File: config.mk
export PLATFORM = sky130hd
export DESIGN_NAME = sorted_list_engine_top
export DESIGN_NICKNAME = d
export VERILOG_FILES = /design/src/design/sle_pkg.sv /design/src/design/sle_cell.sv /design/src/design/sorted_list_engine_top.sv
export SDC_FILE = /design/constraint.sdc
export NUM_CORES = 2
export LEC_CHECK = 0
export BUFFER_PORTS_ARGS = -buffer_cell sky130_fd_sc_hd__clkbuf_2
export CAP_MARGIN = 5
export CELL_PAD_IN_SITES_DETAIL_PLACEMENT = 0
export CELL_PAD_IN_SITES_GLOBAL_PLACEMENT = 2
export CORE_ASPECT_RATIO = 0.7
export CORE_UTILIZATION = 44
export CTS_BUF_LIST = sky130_fd_sc_hd__clkbuf_4
export DETAILED_ROUTE_END_ITERATION = 7
export GPL_TIMING_DRIVEN = 0
export PLACE_DENSITY_LB_ADDON = 0.08
export SLEW_MARGIN = 20
export SYNTH_ARGS = -nofsm -noshare
export SYNTH_HDL_FRONTEND = slang
export SYNTH_SLANG_ARGS = --single-unit
File: constraint.sdc
create_clock -name clk -period 5.27 [get_ports clk]
set_clock_uncertainty 0.05 [all_clocks]
set_input_delay 0.2635 -clock clk [delete_from_list [all_inputs] [get_ports clk]]
set_output_delay 0.2635 -clock clk [all_outputs]
set_load 0.01 [all_outputs]
File: src/design/sle_pkg.sv
// Shared types and operation codes for the sorted list engine.
package sle_pkg;

    localparam int ValueWidth = 32;
    localparam int OpWidth    = 3;
    localparam int PosWidth   = 4;
    localparam int CountWidth = 5;

    localparam logic [OpWidth-1:0] OP_INSERT       = 3'd0;
    localparam logic [OpWidth-1:0] OP_REMOVE_FRONT = 3'd1;
    localparam logic [OpWidth-1:0] OP_REMOVE_LAST  = 3'd2;
    localparam logic [OpWidth-1:0] OP_READ_AT      = 3'd3;
    localparam logic [OpWidth-1:0] OP_CLEAR        = 3'd4;

    typedef logic signed [ValueWidth-1:0] value_t;

    typedef struct packed {
        logic   ins;
        logic   pop_front;
        value_t val;
    } sle_cmd_t;

endpackage

File: src/design/sle_cell.sv
// One storage cell of the sorted chain: holds one value and shifts with its neighbors.
module sle_cell
    import sle_pkg::*;
(
    input  logic     clk,
    input  sle_cmd_t cmd,
    input  logic     occupied,
    input  logic     left_gt,
    input  value_t   left_data,
    input  value_t   right_data,
    output logic     gt,
    output value_t   data
);

    value_t data_reg;
    value_t data_next;

    assign gt   = !occupied || (data_reg > cmd.val);
    assign data = data_reg;

    always_comb
    begin
        data_next = data_reg;
        if (cmd.ins)
        begin
            if (left_gt)
            begin
                data_next = left_data;
            end
            else if (gt)
            begin
                data_next = cmd.val;
            end
        end
        else if (cmd.pop_front)
        begin
            data_next = right_data;
        end
    end

    always_ff @(posedge clk)
    begin
        data_reg <= data_next;
    end

endmodule

File: src/design/sorted_list_engine_top.sv
// Top level of the sorted list engine: cell chain, count control and result register.
// The block keeps up to CAPACITY signed 32-bit values in ascending order in a row of cells,
// one value per cell. It takes one transaction per clock cycle while ready and delivers its
// result in the cycle after acceptance; the input is ready whenever the result register is
// empty or is being taken. Insert compares the new value against every cell at once and
// each cell either keeps its value, takes the new value or takes its left neighbor's
// value; remove front shifts every cell one place toward the head. Read at index and remove
// last go through a read multiplexer over the cells, which together with the cell compare
// sets the length of the critical path. Equal values keep their arrival order.
module sorted_list_engine_top
    import sle_pkg::*;
#(
    parameter int CAPACITY = 16
)
(
    input  logic        clk,
    input  logic        rst_n,
    input  logic        s_axis_tvalid,
    output logic        s_axis_tready,
    input  logic [39:0] s_axis_tdata,  // value[31:0], position[35:32], zero fill
    input  logic [2:0]  s_axis_tuser,  // operation[2:0]
    output logic        m_axis_tvalid,
    input  logic        m_axis_tready,
    output logic [39:0] m_axis_tdata,  // result_value[31:0], count[36:32], zero fill
    output logic [0:0]  m_axis_tuser   // ok[0]
);

    localparam int CW = $clog2(CAPACITY + 1);
    localparam int IW = $clog2(CAPACITY);

    logic [CW-1:0]         count_reg;
    logic [CW-1:0]         count_next;
    logic                  m_valid_reg;
    value_t                res_reg;
    value_t                res_next;
    logic                  ok_reg;
    logic                  ok_next;
    logic [CountWidth-1:0] cnt_out_reg;
    logic [CountWidth-1:0] cnt_out_next;

    logic                  accept;
    logic [OpWidth-1:0]    op;
    value_t                val;
    logic [PosWidth-1:0]   pos;
    logic                  full;
    logic                  empty;
    logic [CW+PosWidth-1:0] pos_ext;
    logic [CW+PosWidth-1:0] cnt_ext;
    logic                  pos_ok;
    logic [CW-1:0]         last_cnt;
    logic [IW-1:0]         rd_idx;
    value_t                rd_data;
    logic [CW+CountWidth-1:0] cnt_wide;
    sle_cmd_t              cmd;

    value_t                cell_data [CAPACITY];
    logic                  cell_gt   [CAPACITY];

    assign s_axis_tready = !m_valid_reg || m_axis_tready;
    assign accept        = s_axis_tvalid && s_axis_tready;
    assign op            = s_axis_tuser;
    assign val           = value_t'(s_axis_tdata[ValueWidth-1:0]);
    assign pos           = s_axis_tdata[ValueWidth+PosWidth-1:ValueWidth];

    assign full     = (count_reg == CW'(CAPACITY));
    assign empty    = (count_reg == '0);
    assign pos_ext  = {{CW{1'b0}}, pos};
    assign cnt_ext  = {{PosWidth{1'b0}}, count_reg};
    assign pos_ok   = (pos_ext < cnt_ext);
    assign last_cnt = count_reg - CW'(1);
    assign rd_idx   = (op == OP_READ_AT) ? pos_ext[IW-1:0] : last_cnt[IW-1:0];
    assign rd_data  = cell_data[rd_idx];

    always_comb
    begin
        cmd.ins       = 1'b0;
        cmd.pop_front = 1'b0;
        cmd.val       = val;
        count_next    = count_reg;
        res_next      = '0;
        ok_next       = 1'b0;
        unique case (op)
            OP_INSERT:
            begin
                if (!full)
                begin
                    cmd.ins    = accept;
                    count_next = count_reg + CW'(1);
                    ok_next    = 1'b1;
                end
            end
            OP_REMOVE_FRONT:
            begin
                if (!empty)
                begin
                    cmd.pop_front = accept;
                    res_next      = cell_data[0];
                    count_next    = last_cnt;
                    ok_next       = 1'b1;
                end
            end
            OP_REMOVE_LAST:
            begin
                if (!empty)
                begin
                    res_next   = rd_data;
                    count_next = last_cnt;
                    ok_next    = 1'b1;
                end
            end
            OP_READ_AT:
            begin
                if (pos_ok)
                begin
                    res_next = rd_data;
                    ok_next  = 1'b1;
                end
            end
            OP_CLEAR:
            begin
                count_next = '0;
                ok_next    = 1'b1;
            end
            default:
            begin
                ok_next = 1'b0;
            end
        endcase
    end

    assign cnt_wide     = {{CountWidth{1'b0}}, count_next};
    assign cnt_out_next = cnt_wide[CountWidth-1:0];

    for (genvar i = 0; i < CAPACITY; i++)
    begin : g_cell
        logic   left_gt;
        value_t left_data;
        value_t right_data;

        if (i == 0)
        begin : g_head
            assign left_gt   = 1'b0;
            assign left_data = val;
        end
        else
        begin : g_body
            assign left_gt   = cell_gt[i-1];
            assign left_data = cell_data[i-1];
        end

        if (i == CAPACITY - 1)
        begin : g_tail
            assign right_data = cell_data[i];
        end
        else
        begin : g_mid
            assign right_data = cell_data[i+1];
        end

        sle_cell u_cell
        (
            .clk        (clk),
            .cmd        (cmd),
            .occupied   (CW'(i) < count_reg),
            .left_gt    (left_gt),
            .left_data  (left_data),
            .right_data (right_data),
            .gt         (cell_gt[i]),
            .data       (cell_data[i])
        );
    end

    always_ff @(posedge clk or negedge rst_n)
    begin
        if (!rst_n)
        begin
            count_reg   <= '0;
            m_valid_reg <= 1'b0;
        end
        else
        begin
            if (accept)
            begin
                count_reg <= count_next;
            end
            if (s_axis_tready)
            begin
                m_valid_reg <= s_axis_tvalid;
            end
        end
    end

    always_ff @(posedge clk)
    begin
        if (accept)
        begin
            res_reg     <= res_next;
            ok_reg      <= ok_next;
            cnt_out_reg <= cnt_out_next;
        end
    end

    assign m_axis_tvalid = m_valid_reg;
    assign m_axis_tdata  = {3'b000, cnt_out_reg, res_reg};
    assign m_axis_tuser  = ok_reg;

`ifndef ASSERT_OFF
    a_count_bound: assert property (@(posedge clk) disable iff (!rst_n)
        count_reg <= CW'(CAPACITY))
        else $error("Stored count exceeds capacity.");

    a_full_insert: assert property (@(posedge clk) disable iff (!rst_n)
        accept && (op == OP_INSERT) && full |=> m_axis_tvalid && !m_axis_tuser[0])
        else $error("Insert into a full list was not refused.");

    a_fail_zero: assert property (@(posedge clk) disable iff (!rst_n)
        m_axis_tvalid && !m_axis_tuser[0] |-> (m_axis_tdata[ValueWidth-1:0] == '0))
        else $error("Failed transaction carries a nonzero value.");

    a_clear: assert property (@(posedge clk) disable iff (!rst_n)
        accept && (op == OP_CLEAR) |=> (count_reg == '0))
        else $error("Clear did not empty the list.");

    for (genvar k = 1; k < CAPACITY; k++)
    begin : g_order_chk
        a_sorted: assert property (@(posedge clk) disable iff (!rst_n)
            (CW'(k) < count_reg) |-> (cell_data[k-1] <= cell_data[k]))
            else $error("Stored values are out of order.");
    end
`endif

endmodule

* Yosys cells after proc, flatten, opt, wreduce, memory -nomap -nowiden *
Cells that the tools add are included.

storage, ports and cells
  bits in latches = 0
  bits in writable memories = 0
  memory bits (read-only) = 0
  word-level logic and storage cells = 214
  register bits = 556
  memories = 0

cells by class
  reduce and logical (&&, ||, !) cells = 56
  mux-type cells = 80
  equality and inequality tests = 20
  order comparisons = 34
  divide/modulo/power cells = 0
  add/sub/neg operators = 2
  multiply operators = 0
  shifts and indexed selects = 0
  bitwise gates (word level) = 1

operators by type and width
  kind                                                                      number
  32-bit two-way mux                                                        66
  32-bit greater-than comparator                                            16
  32-bit binary-select mux with 4-bit select                                1
  32-bit case mux with 3 select lines                                       1
  3-bit by 1-bit inequality test with 1-bit output (second input constant)  14
  4-bit by 5-bit < comparator with 1-bit output (first input constant)      8
  2-bit AND reduction                                                       16
  3-bit by 5-bit < comparator with 1-bit output (first input constant)      4
  1-bit logical NOT                                                         17
  1-bit logical OR                                                          17
  5-bit case mux with 3 select lines                                        1
  1-bit by 5-bit < comparator with 1-bit output (first input constant)      2
  2-bit by 5-bit < comparator with 1-bit output (first input constant)      2
  5-bit two-way mux                                                         2
  1-bit two-way mux                                                         7
  3-bit by 2-bit == test with 1-bit output (second input constant)          2
  5-bit by 1-bit adder with 5-bit output (second input constant)            1
  5-bit == test (second input constant)                                     1
  5-bit >= comparator (second input constant)                               1
  5-bit logical NOT                                                         1
  4-bit by 5-bit < comparator with 1-bit output                             1
  4-bit inverter with 5-bit output                                          1
  5-bit by 1-bit subtractor with 5-bit output (second input constant)       1
  4-bit two-way mux                                                         1
  8 further kinds                                                           9

* Logic depth before layout (Yosys ltp) *
  depth in word-level cells = 8
  gate-level depth with buffers = 13

* By module *
Synthesis repeated with hierarchy kept, for this count alone.

second synthesis, totals
  cells, all modules = 5,113
  area, all modules = 47,071.4 µm²

by module, submodules not included
  module                  times used  area an instance (µm²)  cells an instance
  sle_cell                16          2,514.9                 269
  sorted_list_engine_top  1           6,832.8                 809

* Least setup slack after synthesis *
Ideal clock, no wire load.

  path kind = reg-to-reg
  start = register m_valid_reg, in the netlist m_axis_tvalid
  end = register g_cell[2].u_cell.data_reg[0] (enable)
  cell stages (with the launch flop) = 6
  setup slack = 0.703 ns
  path buffers = 1
  clock period less this slack = 4.567 ns
  arrival time = 4.085 ns
  setup time = 0.432 ns
  required time = 4.788 ns
  cell sequence = dfrtp_1 -> nand2b_1 -> and2_1 -> clkbuf_1 -> o21ai_1 -> a21oi_1

on the way
  longest elaborated chain between the ends = 7
  elaborated cells between the ends (all ways) = 10
  classes of those cells = 1 x eq/ne; 4 x mux; 5 x reduce/logical

RTL lines
  item                                                                                              line                                                        RTL
  start: declaration                                                                                sorted_list_engine_top.sv:33                                logic m_valid_reg;
  start signal: assignment                                                                          sorted_list_engine_top.sv:188                               m_valid_reg <= s_axis_tvalid;
  1-bit logical NOT *                                                                               sorted_list_engine_top.sv:59                                assign s_axis_tready = !m_valid_reg || m_axis_tready;
  1-bit logical OR *                                                                                sorted_list_engine_top.sv:59
  named net s_axis_tready                                                                           sorted_list_engine_top.sv:19                                output logic s_axis_tready,
  1-bit logical AND *                                                                               sorted_list_engine_top.sv:60                                assign accept = s_axis_tvalid && s_axis_tready;
  named net accept                                                                                  sorted_list_engine_top.sv:41                                logic accept;
  1-bit two-way mux, on equally long branches                                                       sorted_list_engine_top.sv:85, sorted_list_engine_top.sv:94
  1-bit two-way mux                                                                                 sorted_list_engine_top.sv:82                                unique case (op)
  3-bit by 1-bit inequality test with 1-bit output (no line) or 2-bit nonzero test (tied branches)  --
  2-bit AND reduction (no line) *                                                                   --
  end signal: assignment                                                                            sle_cell.sv:43                                              data_reg <= data_next;
  end: declaration                                                                                  sle_cell.sv:15                                              value_t data_reg;

Mark *: on every way through the listed nets, which the timed path passes. The rest lies on a longest branch.
A chain may end at the register's enable or synchronous reset.

* Worst setup path after layout *
  start = register g_cell[4].u_cell.data_reg[31]
  end = register g_cell[4].u_cell.data_reg[6] (enable)

on the way
  longest elaborated chain between the ends = 4

RTL lines
  item                                                        line            RTL
  start: declaration                                          sle_cell.sv:15
  start signal: assignment                                    sle_cell.sv:43
  32-bit greater-than comparator                              sle_cell.sv:18  assign gt = !occupied || (data_reg > cmd.val);
  1-bit logical OR                                            sle_cell.sv:18
  3-bit by 1-bit inequality test with 1-bit output (no line)  --
  2-bit AND reduction (no line)                               --

Every way passes these cells.

==> flow_summary.json <==
{
  "cts_tree": "done",
  "drv_slew": 0,
  "swShare_pct": 43.9,
  "path_clk_slew_ns": 0.08,
  "start_util_pct": 44.6,
  "crit_path_max_incr_delay_ns": 0.89,
  "hp-class": "in2reg",
  "worstSkewPairLatency_ns": 1.19,
  "maxCapViolCount": 0,
  "relSlewSlack_pct": 12.9,
  "setup_viol_count_final": 17,
  "cts.sinks": 556,
  "reg2reg_slack_ns": -0.05,
  "tightest_slew_ns": 1.27,
  "drt_iter0_markers": 5506,
  "synth_fa_ha_area_share_pct": 15.1,
  "ioPinCount": 90,
  "fp-row-count": 95,
  "cp.arrival_ns": 6.12,
  "drc": 0,
  "crit_chain": "ha_1, nand4_1, nor4_2, o41ai_1, nor4bb_1, nor2_2, clkbuf_1, nor2_1, a21oi_4, buf_16",
  "synth_top_family_by_area": "compound AO/OA/AOI/OAI gates",
  "dp_hpwl_mm": 156,
  "start_kind": "flop",
  "fin_cells": 5925,
  "violations": "setup timing",
  "power_frac_comb_pct": 45.5,
  "die_h_um": 264,
  "p_clk_share_pct": 24.1,
  "design_area_um2": 48500,
  "die_area_um2": 99000,
  "placed_area_um2": 45700,
  "muxShareOfSynthArea_pct": 15.2,
  "place_inst": 5567,
  "synth_cell_types": 77,
  "portBuffers": 80,
  "syn_inst": 4155,
  "critical_path_required_ns": 6.07,
  "path_delay_family": "simple AND/OR/NAND/NOR gates",
  "cpMaxStageDelayCell": "nor4_2",
  "detail-route-antenna-nets": 0,
  "min_period_ns": 5.32,
  "dr.pass1.iters": 8,
  "cts_made_buffers": 159,
  "drive_gt1_share_pct": 13.7,
  "hold_path_end": "g_cell[1].u_cell.data[16]",
  "cts_max_level": 4,
  "design_power_total_mw": 17.7,
  "r2r-end": "g_cell[4].u_cell.data[6]",
  "final_nets": 5062,
  "reg2reg_depth": 10,
  "rr_startpoint": "g_cell[4].u_cell.data[31]",
  "yosys_most_used_dff": "edfxtp_1",
  "grt_pass1_wl_mm": 274,
  "p_sw_mw": 7.79,
  "critical_path_class": "reg2reg",
  "seqPwrFrac_pct": 30.4,
  "via_count": 38900,
  "grt_use_total_pct": 39.1,
  "setup_slack_ns": -0.0479,
  "wl_per_cell_um": 33.2,
  "async_flop_share_pct": 1.08,
  "p_int_mw": 9.95,
  "p_per_area_nw_per_um2": 366,
  "hold_viol": 0,
  "path_buf_inv": 2,
  "grt_pass1_vias": 35900,
  "clock.fmax_mhz": 188,
  "clock-root-buffer": "clkbuf_4",
  "place_congestion": 0.996,
  "yosysWarnings": 0,
  "ys_seq_elements": 556,
  "synth_compound_area_share_pct": 15.8,
  "synth_simple_gate_area_share_pct": 11.6,
  "status": "finished, violations left",
  "wl_mm": 197,
  "fin_util_pct": 50.3,
  "antenna_found_initial": 7,
  "power.leakage_nw": 20.1,
  "worst-path-max-fanout": 20,
  "ys_seq_area_share_pct": 38.8,
  "gr-total-overflow": 0,
  "worstHoldStart": "s_axis_tdata[16]",
  "syn_area_um2": 43000,
  "core_um2": 96400,
  "hold_depth": 4,
  "grt_start_max_net_pins": 37,
  "area_delta_synth_final_pct": 12.9,
  "ir_drop_mv": 0.254,
  "largest_reg_flops": 512,
  "critPathCaptureType": "flop",
  "syn_avg_cell_area_um2": 10.3,
  "via_per_inst": 6.57,
  "post-place-ws_ns": -0.912,
  "synth_xor_area_share_pct": 0.0407,
  "post-route-period-util_pct": 101,
  "rsz0062_at_grt": "false",
  "clockBufferDepth": 3,
  "synth-edff-count": 550,
  "die_w_um": 376
}
-- cell families after synthesis --
kind of cell               count (synthesis)
adders and majority gates                520
AOI/OAI and AO/OA                       1121
xor gates and xnor gates                   2
and+or+nand+nor                         1123
other                                      1
buffers and inverters                    339
muxes                                    493
DFF                                      556
-- power groups by stage --
stage / Sequential, mW / Clock, mW / Combinational, mW
floorplan: 5.41 / 0 / 4.73
global placement: 5.50 / 0 / 7.54
detailed placement: 5.48 / 0 / 7.65
CTS: 5.39 / 4.27 / 7.73
global route: 5.41 / 4.47 / 8.34
finish: 5.40 / 4.28 / 8.07
-- per-stage QoR --
step | hold WS (ns) | TNS (ns)
5_1_grt | 0.0366 | 0
3_3_place_gp | 0.0776 | -1415.84
3_5_place_dp | 0.0814 | -127.11
4_1_cts | 0.000668 | 0
6_report | 0.0419 | -0.453
2_1_floorplan | -0.0821 | 0
-- routing by layer --
layer,vias up,part of all wire [%],GRT usage [%]
li1,16900,-,-
met3,260,15,16.8
met2,2499,38,49.8
met1,19200,45,59.0
met4,2,2.0,9.59
met5,-,0.12,1.60
-- Yosys cell counts, types with 4 or more instances --
| master | instances | area [um2] |
|---|---|---|
| nor2b_1 | 16 | 100 |
| a21boi_0 | 10 | 75.1 |
| inv_1 | 65 | 244 |
| a32o_1 | 33 | 330 |
| o31ai_1 | 7 | 52.6 |
| buf_6 | 14 | 158 |
| buf_1 | 7 | 26.3 |
| buf_4 | 8 | 60.1 |
| a21o_1 | 61 | 458 |
| a2111oi_0 | 8 | 70.1 |
| o21ai_0 | 394 | 1970 |
| a221oi_1 | 11 | 96.3 |
| a211oi_1 | 18 | 135 |
| nand3_1 | 167 | 836 |
| and4_1 | 7 | 61.3 |
| nor4_1 | 18 | 113 |
| o2bb2ai_1 | 5 | 43.8 |
| o21a_1 | 12 | 90.1 |
| ha_1 | 519 | 6490 |
| a211o_1 | 4 | 35.0 |
| dfrtp_1 | 6 | 150 |
| mux4_2 | 128 | 2880 |
| a221o_1 | 25 | 250 |
| clkbuf_1 | 176 | 661 |
| nor3_1 | 32 | 160 |
| o211ai_1 | 108 | 811 |
| nand2_1 | 572 | 2150 |
| edfxtp_1 | 550 | 16500 |
| o31a_1 | 7 | 61.3 |
| nor2_1 | 161 | 604 |
| nand2b_1 | 10 | 62.6 |
| a21oi_1 | 349 | 1750 |
| a31oi_1 | 18 | 113 |
| o22ai_1 | 5 | 31.3 |
| o221ai_1 | 14 | 123 |
| nand4_1 | 112 | 701 |
| o21ai_1 | 5 | 25.0 |
| mux2i_1 | 362 | 3620 |
| buf_2 | 67 | 335 |
| o311a_1 | 4 | 40.0 |
| and3_1 | 5 | 31.3 |
-- repair_timing --
item	CTS	global route
endpoints found under the hold margin	368	0
setup endpoints to repair	114	272
pin swaps	0	2
hold buffers	71	0
resized for setup	3	14
buffers inserted	0	6
-- cell type report --
cell class                      instances  area [um2]
Tap cell                             1309        1640
Timing Repair Buffer                  178        1680
Buffer                                272        1250
Clock inverter                         45         214
Clock buffer                          228        1710
Fill cell                            9042       47900
Inverter                               67         258
Multi-Input combinational cell       3262       25100
Antenna cell                            8        20.0
Sequential cell                       556       16700
-- cells in the final DEF, fill, tap and decap left out, drive strengths merged, types with 10 or more instances in the layout --
| cell type | count |
|---|---|
| a211oi | 18 |
| a21boi | 10 |
| a21o | 61 |
| a21oi | 351 |
| a221o | 25 |
| a221oi | 11 |
| a31oi | 19 |
| a32o | 33 |
| buf | 123 |
| clkbuf | 484 |
| clkinv | 37 |
| dlygate4sd3 | 71 |
| edfxtp | 550 |
| ha | 519 |
| inv | 69 |
| mux2i | 362 |
| mux4 | 128 |
| nand2 | 573 |
| nand2b | 10 |
| nand3 | 167 |
| nand4 | 112 |
| nor2 | 163 |
| nor2b | 16 |
| nor3 | 32 |
| nor4 | 18 |
| o211ai | 108 |
| o21a | 12 |
| o21ai | 401 |
| o221ai | 14 |
-- worst max path at each step --
stage	from	endpoint	slack [ns]	cells past startpoint
after floorplan	m_axis_tvalid	g_cell[2].u_cell.data[0]	0.70	5
after global placement	s_axis_tdata[31]	g_cell[1].u_cell.data[7]	-3.63	12
after detailed placement	s_axis_tdata[26]	g_cell[9].u_cell.data[26]	-0.91	13
after CTS	g_cell[4].u_cell.data[31]	g_cell[4].u_cell.data[12]	0.02	10
after global routing	g_cell[4].u_cell.data[31]	g_cell[4].u_cell.data[12]	0.01	10
final	g_cell[4].u_cell.data[31]	g_cell[4].u_cell.data[6]	-0.05	10
-- worst reg2reg max path: stages (launching register included) --
cell,delay [ns]
edfxtp_1,0.56
ha_1,0.55
nand4_1,0.31
nor4_2,0.89
o41ai_1,0.34
nor4bb_1,0.24
nor2_2,0.43
clkbuf_1,0.64
nor2_1,0.17
a21oi_4,0.55
buf_16,0.25
(Power assumes the default switching activity.)
